### src/hdl/iirl_pkg.sv
package iirl_pkg;

    // Default sizing
    localparam int CAPACITY_DEF   = 64;
    localparam int ENTRY_BITS_DEF = 32;

    // Fixed field widths of the transfer structs
    localparam int OP_BITS     = 3;
    localparam int POS_BITS    = 7;
    localparam int WORD_BITS   = 32;
    localparam int STAT_BITS   = 2;
    localparam int CNT_BITS    = 7;

    // Operation codes
    localparam logic [OP_BITS-1:0] OP_GET    = 3'd0;
    localparam logic [OP_BITS-1:0] OP_INSERT = 3'd1;
    localparam logic [OP_BITS-1:0] OP_REMOVE = 3'd2;
    localparam logic [OP_BITS-1:0] OP_PUSH   = 3'd3;
    localparam logic [OP_BITS-1:0] OP_POP    = 3'd4;
    localparam logic [OP_BITS-1:0] OP_PEEK   = 3'd5;

    // Status codes
    localparam logic [STAT_BITS-1:0] ST_OK        = 2'd0;
    localparam logic [STAT_BITS-1:0] ST_BAD_INDEX = 2'd1;
    localparam logic [STAT_BITS-1:0] ST_FULL      = 2'd2;
    localparam logic [STAT_BITS-1:0] ST_EMPTY     = 2'd3;

    typedef struct packed {
        logic [OP_BITS-1:0]   op;
        logic [POS_BITS-1:0]  position;
        logic [WORD_BITS-1:0] entry_in;
    } req_t;

    typedef struct packed {
        logic [STAT_BITS-1:0] status;
        logic [WORD_BITS-1:0] entry_out;
        logic [CNT_BITS-1:0]  count;
        logic                 is_empty;
    } rsp_t;

    // Controller -> datapath
    typedef struct packed {
        logic capture;       // latch request
        logic init_idx;      // load shift index
        logic rd_fetch;      // read entry to return
        logic rd_shift;      // read neighbor for shift
        logic wr_shift;      // write neighbor one place over
        logic finish_ok;     // apply op, load result
        logic finish_plain;  // load result, no state change
    } cmd_t;

    // Datapath -> controller
    typedef struct packed {
        logic [OP_BITS-1:0]   op;
        logic [STAT_BITS-1:0] dec_status;
        logic                 shift_more;
    } sts_t;

endpackage

### src/hdl/iirl_dpath.sv
module iirl_dpath
    import iirl_pkg::*;
#(
    parameter int CAPACITY   = CAPACITY_DEF,
    parameter int ENTRY_BITS = ENTRY_BITS_DEF
)
(
    input  logic clk,
    input  logic rst_n,
    input  cmd_t cmd,
    input  req_t req,
    output sts_t sts,
    output rsp_t rsp
);

    localparam int AW = $clog2(CAPACITY);
    localparam int CW = $clog2(CAPACITY + 1);
    localparam int MW = (CW > POS_BITS) ? CW : POS_BITS;

    req_t                  req_reg;
    logic [CW-1:0]         count_reg;
    logic [CW-1:0]         count_next;
    logic [CW-1:0]         idx_reg;
    logic [CW-1:0]         idx_next;
    logic [ENTRY_BITS-1:0] mem [CAPACITY];
    logic [ENTRY_BITS-1:0] rdata_reg;
    rsp_t                  rsp_reg;
    rsp_t                  rsp_next;

    logic [MW-1:0]         pos_ext;
    logic [MW-1:0]         cnt_ext;
    logic [MW-1:0]         idx_ext;
    logic [MW-1:0]         tgt_ext;
    logic [MW-1:0]         idx_up;
    logic [MW-1:0]         idx_dn;
    logic [MW-1:0]         cnt_dn;
    logic [MW-1:0]         rd_ext;
    logic [MW-1:0]         cnt_new_ext;
    logic                  full;
    logic                  empty;
    logic                  is_remove;
    logic                  is_ins;
    logic [STAT_BITS-1:0]  dec_status;
    logic                  rd_en;
    logic                  wr_en;
    logic [AW-1:0]         rd_addr;
    logic [AW-1:0]         wr_addr;
    logic [ENTRY_BITS-1:0] wr_data;

    assign pos_ext   = MW'(req_reg.position);
    assign cnt_ext   = MW'(count_reg);
    assign idx_ext   = MW'(idx_reg);
    assign idx_up    = MW'(idx_ext + MW'(1));
    assign idx_dn    = MW'(idx_ext - MW'(1));
    assign cnt_dn    = MW'(cnt_ext - MW'(1));
    assign full      = (count_reg == CW'(CAPACITY));
    assign empty     = (count_reg == '0);
    assign is_remove = (req_reg.op == OP_REMOVE);
    assign is_ins    = (req_reg.op == OP_INSERT) || (req_reg.op == OP_PUSH);
    // push inserts at the end
    assign tgt_ext   = (req_reg.op == OP_PUSH) ? cnt_ext : pos_ext;

    always_comb
    begin
        dec_status = ST_OK;
        unique case (req_reg.op)
            OP_GET, OP_REMOVE:
            begin
                if (pos_ext >= cnt_ext)
                    dec_status = ST_BAD_INDEX;
            end
            OP_INSERT:
            begin
                if (pos_ext > cnt_ext)
                    dec_status = ST_BAD_INDEX;
                else if (full)
                    dec_status = ST_FULL;
            end
            OP_PUSH:
            begin
                if (full)
                    dec_status = ST_FULL;
            end
            OP_POP, OP_PEEK:
            begin
                if (empty)
                    dec_status = ST_EMPTY;
            end
            default:
                dec_status = ST_OK;
        endcase
    end

    assign sts.op         = req_reg.op;
    assign sts.dec_status = dec_status;
    assign sts.shift_more = is_remove ? (idx_up < cnt_ext) : (idx_ext > tgt_ext);

    // Memory port control
    always_comb
    begin
        rd_en = cmd.rd_fetch | cmd.rd_shift;
        if (cmd.rd_shift)
            rd_ext = is_remove ? idx_up : idx_dn;
        else if (req_reg.op == OP_GET)
            rd_ext = pos_ext;
        else
            rd_ext = cnt_dn;
        rd_addr = rd_ext[AW-1:0];

        wr_en   = cmd.wr_shift | (cmd.finish_ok & is_ins);
        wr_addr = idx_ext[AW-1:0];
        wr_data = cmd.wr_shift ? rdata_reg : ENTRY_BITS'(req_reg.entry_in);
    end

    always_ff @(posedge clk)
    begin
        if (wr_en)
            mem[wr_addr] <= wr_data;
        if (rd_en)
            rdata_reg <= mem[rd_addr];
    end

    // Index, count, result
    always_comb
    begin
        idx_next = idx_reg;
        if (cmd.init_idx)
            idx_next = is_remove ? pos_ext[CW-1:0] : count_reg;
        else if (cmd.wr_shift)
            idx_next = is_remove ? idx_up[CW-1:0] : idx_dn[CW-1:0];

        count_next = count_reg;
        rsp_next   = rsp_reg;
        if (cmd.finish_ok)
        begin
            rsp_next.status    = ST_OK;
            rsp_next.entry_out = '0;
            unique case (req_reg.op)
                OP_INSERT, OP_PUSH:
                    count_next = CW'(count_reg + CW'(1));
                OP_REMOVE:
                    count_next = CW'(count_reg - CW'(1));
                OP_POP:
                begin
                    count_next         = CW'(count_reg - CW'(1));
                    rsp_next.entry_out = WORD_BITS'(rdata_reg);
                end
                OP_GET, OP_PEEK:
                    rsp_next.entry_out = WORD_BITS'(rdata_reg);
                default:
                    count_next = count_reg;
            endcase
        end
        else if (cmd.finish_plain)
        begin
            rsp_next.status    = dec_status;
            rsp_next.entry_out = '0;
        end
        cnt_new_ext = MW'(count_next);
        if (cmd.finish_ok | cmd.finish_plain)
        begin
            rsp_next.count    = cnt_new_ext[CNT_BITS-1:0];
            rsp_next.is_empty = (count_next == '0);
        end
    end

    always_ff @(posedge clk or negedge rst_n)
    begin
        if (!rst_n)
            count_reg <= '0;
        else
            count_reg <= count_next;
    end

    always_ff @(posedge clk)
    begin
        if (cmd.capture)
            req_reg <= req;
        idx_reg <= idx_next;
        rsp_reg <= rsp_next;
    end

    assign rsp = rsp_reg;

endmodule

### src/hdl/iirl_ctrl.sv
module iirl_ctrl
    import iirl_pkg::*;
(
    input  logic clk,
    input  logic rst_n,
    input  logic start,
    input  sts_t sts,
    output cmd_t cmd,
    output logic busy,
    output logic done
);

    typedef enum logic [2:0] {
        S_IDLE,
        S_DECIDE,
        S_FETCH,
        S_SH_CHK,
        S_SH_WR
    } state_t;

    state_t state_reg;
    state_t state_next;
    logic   busy_reg;
    logic   done_reg;

    always_comb
    begin
        state_next = state_reg;
        cmd        = '0;
        unique case (state_reg)
            S_IDLE:
            begin
                if (start)
                begin
                    cmd.capture = 1'b1;
                    state_next  = S_DECIDE;
                end
            end
            S_DECIDE:
            begin
                if (sts.dec_status != ST_OK)
                begin
                    cmd.finish_plain = 1'b1;
                    state_next       = S_IDLE;
                end
                else
                begin
                    unique case (sts.op)
                        OP_GET, OP_POP, OP_PEEK:
                        begin
                            cmd.rd_fetch = 1'b1;
                            state_next   = S_FETCH;
                        end
                        OP_INSERT, OP_PUSH, OP_REMOVE:
                        begin
                            cmd.init_idx = 1'b1;
                            state_next   = S_SH_CHK;
                        end
                        default:
                        begin
                            cmd.finish_plain = 1'b1;
                            state_next       = S_IDLE;
                        end
                    endcase
                end
            end
            S_FETCH:
            begin
                cmd.finish_ok = 1'b1;
                state_next    = S_IDLE;
            end
            S_SH_CHK:
            begin
                if (sts.shift_more)
                begin
                    cmd.rd_shift = 1'b1;
                    state_next   = S_SH_WR;
                end
                else
                begin
                    cmd.finish_ok = 1'b1;
                    state_next    = S_IDLE;
                end
            end
            S_SH_WR:
            begin
                cmd.wr_shift = 1'b1;
                state_next   = S_SH_CHK;
            end
            default:
                state_next = S_IDLE;
        endcase
    end

    always_ff @(posedge clk or negedge rst_n)
    begin
        if (!rst_n)
        begin
            state_reg <= S_IDLE;
            busy_reg  <= 1'b0;
            done_reg  <= 1'b0;
        end
        else
        begin
            state_reg <= state_next;
            busy_reg  <= (state_next != S_IDLE);
            done_reg  <= cmd.finish_ok | cmd.finish_plain;
        end
    end

    assign busy = busy_reg;
    assign done = done_reg;

endmodule

### src/hdl/indexed_insert_remove_list.sv
// Ordered list of up to CAPACITY entry words with get/insert/remove/push/pop/peek
// by command. A request transfers on a clock edge with start high and busy low;
// its single result shows on rsp for exactly one cycle with done high and must be
// taken then, as it cannot be held off. busy drops in the same cycle as done, so a
// new request may transfer while the result is shown. Insert and remove move n
// entries, where n is count - position for insert and count - position - 1 for
// remove. Each moved entry is read and then written back one place over, in
// separate steps. No clearing pass after reset: only entries below the count
// are ever read.
module indexed_insert_remove_list
    import iirl_pkg::*;
#(
    parameter int CAPACITY   = CAPACITY_DEF,
    parameter int ENTRY_BITS = ENTRY_BITS_DEF
)
(
    input  logic clk,
    input  logic rst_n,
    input  logic start,
    output logic busy,
    input  req_t req,
    output logic done,
    output rsp_t rsp
);

    cmd_t cmd;
    sts_t sts;

    // Sequencer: decode, fetch, shift loop
    iirl_ctrl u_ctrl
    (
        .clk   (clk),
        .rst_n (rst_n),
        .start (start),
        .sts   (sts),
        .cmd   (cmd),
        .busy  (busy),
        .done  (done)
    );

    // Storage, count, index checks and result register
    iirl_dpath
    #(
        .CAPACITY   (CAPACITY),
        .ENTRY_BITS (ENTRY_BITS)
    )
    u_dpath
    (
        .clk   (clk),
        .rst_n (rst_n),
        .cmd   (cmd),
        .req   (req),
        .sts   (sts),
        .rsp   (rsp)
    );

`ifndef SYNTHESIS
    // A result only follows a request in flight
    a_done_after_busy: assert property (@(posedge clk) disable iff (!rst_n)
        done |-> $past(busy))
        else $error("result strobe without a request in flight");

    // An accepted request holds off the next one
    a_accept_busy: assert property (@(posedge clk) disable iff (!rst_n)
        (start && !busy) |=> busy)
        else $error("busy not raised after request transfer");

    // Failed requests return no entry
    a_fail_zero: assert property (@(posedge clk) disable iff (!rst_n)
        (done && (rsp.status != ST_OK)) |-> (rsp.entry_out == '0))
        else $error("failed request returned an entry");

    // Empty flag agrees with the count
    a_empty_cnt: assert property (@(posedge clk) disable iff (!rst_n)
        (done && rsp.is_empty) |-> (rsp.count == '0))
        else $error("empty flag with nonzero count");
`endif

endmodule

### config.mk
export PLATFORM = sky130hd
export DESIGN_NAME = indexed_insert_remove_list
export DESIGN_NICKNAME = d
export VERILOG_FILES = /design/src/hdl/iirl_pkg.sv /design/src/hdl/iirl_dpath.sv /design/src/hdl/iirl_ctrl.sv /design/src/hdl/indexed_insert_remove_list.sv
export SDC_FILE = /design/constraint.sdc
export NUM_CORES = 2
export LEC_CHECK = 0
export ABC_AREA = 0
export ABC_CLOCK_PERIOD_IN_PS = 13700
export BUFFER_PORTS_ARGS = -buffer_cell sky130_fd_sc_hd__buf_2
export CORE_UTILIZATION = 50
export CTS_BUF_LIST = sky130_fd_sc_hd__clkbuf_16
export DETAILED_ROUTE_END_ITERATION = 7
export PLACE_DENSITY = 0.62
export SLEW_MARGIN = 20
export SYNTH_ARGS = -nofsm -noshare
export SYNTH_HDL_FRONTEND = slang
export SYNTH_HIERARCHICAL = 1
export SYNTH_SLANG_ARGS = --single-unit
### constraint.sdc
create_clock -name clk -period 13.7 [get_ports clk]
set_input_delay 2.74 -clock clk [delete_from_list [all_inputs] [get_ports clk]]
set_output_delay 2.74 -clock clk [all_outputs]
set_load 0.01 [all_outputs]
==> key figures <==
Status
  • Outcome: finished, violations left
  • Failing checks: antenna violations

Drt
  • Drt initial violations: 4,082
  • Vias per cell: 5.84
  • Post-route ant nets: 1
  • Avg WL per Cell: 28.7 µm
  • Drt drc: 0
  • Drt total wl: 216,000 µm
  • Via count: 43.9k
  • DRT Pass-1 Iters: 5

CTS
  • Clk buf depth: 3
  • Post-CTS setup buffers: 0
  • Cts hold-fix bufs: 0
  • Clock sink total: roughly 2.2k
  • Cts bufs inserted: 218
  • CTS tree: built
  • Clk Latency, worst-skew pair: 0.86 ns
  • Reg clk slew, reported paths: 0.06 ns
  • CTS resizes: 0
  • H-Tree Depth: 4
  • Root buffer cell: clkbuf_16

Synth
  • Post-synthesis cell type count: 60
  • Yosys warning total: 6
  • Avg Synthesized Cell Area: 18.5 µm²
  • Post-synth EDFFs: approximately 2.2k
  • #FFs+latches synth: 2,183
  • Syn nets: 4,864
  • Sequential area share after synthesis: 0.739
  • Synthesized instance count: 4,794
  • Synth Cell Area: around 89,000 µm²
  • Ys flop type: edfxtp_1
  • FFs w/ async S/R, synth: 0.00550

Critical path
  • Top Family by Delay on Critical Path: simple AND/OR/NAND/NOR gates
  • CP arrival: 8.45 ns
  • Worst R2R Path Depth: 23
  • Critical path class: flip-flop to flip-flop
  • Critical Path Slowest Stage Cell: buf_4
  • CP startpoint kind: flip-flop
  • Number of cells on the critical path: 23
  • Crit path capture type: flip-flop
  • Max FO, Critical Path: 135
  • Buffers & Inverters on Critical Path: 2
  • Critical-path cell list: nor2b_1 -> nand2_1 -> nor2_1 -> a21oi_1 -> ha_1 -> nor2b_1 -> o21a_1 -> o21a_1 -> o21a_1 -> o21ai_0 -> nand2b_1 -> a21oi_1 -> o31ai_1 -> nand2_1 -> nor2_2 -> a22o_4 -> buf_4 -> buf_12 -> mux2i_1 -> mux2i_1 -> mux2i_1 -> o22ai_1 -> or4_1
  • CP max stage delay: 0.72 ns
  • CP Data Required Time: 14.27 ns

STA
  • Fmax: ~130 MHz
  • Final Hold Fails: 0
  • # setup viols final: 0
  • Measured slew at the worst slew-check pin: 1.16 ns
  • Final count of pins violating max slew: 0
  • Clk_skew: 0.0303 ns
  • Total Neg Setup Slack: 0 ns
  • Final Critical Period: 7.88 ns
  • Final worst-path cycle share: 0.575
  • RSZ-0062 raised after global routing: false
  • Max-slew headroom: 0.228

Global route
  • Overall routing resource usage: 0.239
  • Vias in the first global route: 42.7k
  • First-pass GRT wire length: around 310,000 µm
  • GRT Residual Overflow: 0
  • Largest net degree at the start of global routing: roughly 140
  • Antenna violations before repair: 16

Floorplanning
  • IO Pins: 89
  • Die area: 179,000 µm²
  • Starting Density: 0.503
  • Die Y: 423 µm
  • Core Box Area: between 150,000 and 200,000 µm²
  • Die Width: around 420 µm
  • Rows: 154

Place
  • Placed Cells: a little over 7k
  • DP Area: 92,200 µm²
  • Hpwl dp: 119,000 µm
  • Port Buffers: 88
  • RePlAce Congestion: 0.865

Power and ir drop
  • Sequential group share of total power: 0.367
  • Internal: 14.3 mW
  • Peak VDD IR: approximately 0.41 mV
  • Sw Ratio: 0.357
  • Clock power frac: 0.244
  • Pleak: 36.3 nW
  • PwrDens: between 200 and 250 nW/µm²
  • Comb pwr share: 0.389
  • Psw: 7.95 mW
  • Final Power: 22.2 mW

Min path
  • Hold Crit Class: flip-flop to flip-flop
  • Hold path depth: 1

Finish
  • Final Util: 0.560
  • Nets: 5,055
  • Number of fill cells in the layout: roughly 13k
  • Area growth syn-to-layout: 11.4%
  • Largest register FFs: 2,048
  • Finished layout cell area: between 90,000 and 100,000 µm²
  • Multi-input logic area: 22,100 µm²
  • Register area: 65,500 µm²
  • Share of cells above drive strength 1: 0.122
  • Finished Layout Cells: 7,506

Job
  • MaxCap Viol Count: 0
synthesized netlist by cell type (2+ instances only):
master	count	area [µm²]
or4_1	33	248
dfrtp_1	12	300
nand3_1	10	50.1
ha_1	25	313
nor2_1	101	379
dfxtp_1	2	40.0
o211ai_1	4	30.0
buf_4	35	263
a211oi_1	4	30.0
nor2b_1	6	37.5
nor3_1	8	40.0
a21o_1	2	15.0
mux2i_1	1798	18000
nand2b_1	2	12.5
buf_6	30	338
o211a_1	2	20.0
xor2_1	9	78.8
o21ai_0	16	80.1
a31oi_1	2	12.5
o21a_1	8	60.1
edfxtp_1	2169	65100
or3b_2	2	17.5
or3_1	3	18.8
nor3b_1	3	22.5
inv_1	12	45.0
nand4_1	2	12.5
o31ai_1	3	22.5
buf_1	7	26.3
o22ai_1	129	807
xnor2_1	11	96.3
a21oi_1	21	105
nand3b_1	5	37.5
clkbuf_1	35	131
and2_1	35	219
mux2_2	33	372
nand2_1	39	146
or2_2	6	37.5
buf_2	147	736
a21boi_0	2	15.0
final cells by class:
type / instances / share of cell area
inverter: 12 / 0.000456
clock inverter: 171 / 0.0101
sequential: 2183 / 0.663
tap: 2340 / 0.0297
multi-input combinational: 2345 / 0.224
antenna: 10 / 0.000254
clock buffer: 220 / 0.0558
timing repair buffer: 225 / 0.0164
metal layers:
layer / wire length, µm / track usage / vias to the layer above / share of wire
met4: 5200 / 0.0675 / 4 / 0.024
li1: - / - / 19400 / -
met5: 21 / 0 / - / 0.000097
met3: 14100 / 0.0459 / 274 / 0.065
met2: 101000 / 0.377 / 1254 / 0.47
met1: 94900 / 0.339 / 22900 / 0.44
cells in the final DEF, fill, tap and decap left out, drive strengths merged, types with 5 or more instances in the layout:
cell      synthesis  layout
nand3b            5       5
and2             35      35
bufinv            0       5
diode             0      10
nor2            101     101
nand3            10      10
clkbuf           35     220
clkinvlp          0       5
xnor2            11      11
o21ai            17      17
ha               25      25
clkinv            0     100
o21a              8       8
xor2              9       9
inv              12      73
buf             219     225
o22ai           129     129
a211oi            5       5
a21oi            22      22
nor3b             5       5
edfxtp         2169    2169
mux2i          1798    1798
nand2            40      40
nor2b             7       7
nor3              8       8
or4              34      34
dfrtp            12      12
or2               7       7
mux2             33      33
path summary, 6_finish.rpt:
kind	from	to	slack [ns]
min in group asynchronous	rst_n	u_ctrl/busy	1.80
max reg2reg	u_dpath/sts[5]	u_dpath/rdata_reg[28]	5.82
max in group asynchronous	rst_n	u_dpath/cnt_ext[4]	11.65
max	u_dpath/sts[5]	u_dpath/rdata_reg[28]	5.82
min reg2reg	u_dpath/rsp[40]	u_dpath/rsp[40]	0.48
min	u_dpath/rsp[40]	u_dpath/rsp[40]	0.48
through the flow:
stage               setup WS, ns  hold WS, ns
global route                5.35        0.499
global placement            5.59        0.474
floorplan                   6.09        0.518
finish                      5.82        0.477
detailed placement          5.64        0.467
CTS                         5.64        0.478
cell families (layout without fill, tap and decap cells):
group	count (synthesis)	count (layout)	share of synthesized area
adder cells (fa/ha/maj)	25	25	0.00353
XOR/XNOR	20	20	0.00198
flip-flops	2183	2183	0.739
AO/OA/AOI/OAI	202	202	0.0145
multiplexers	1832	1832	0.208
buffers and inverters	266	628	0.0174
AND/OR/NAND/NOR	266	266	0.0157
other	0	10	0
power by group through the flow:
stage / clock network (mW) / registers [mW] / logic, mW
after floorplan: 0 / 8.21 / 6.14
final: 5.42 / 8.16 / 8.66
after global placement: 0 / 8.29 / 8.54
after detailed placement: 0 / 8.29 / 8.62
after CTS: 5.52 / 8.16 / 8.63
after global routing: 5.79 / 8.16 / 9.09
No activity file was read; power rests on OpenSTA's default activity.
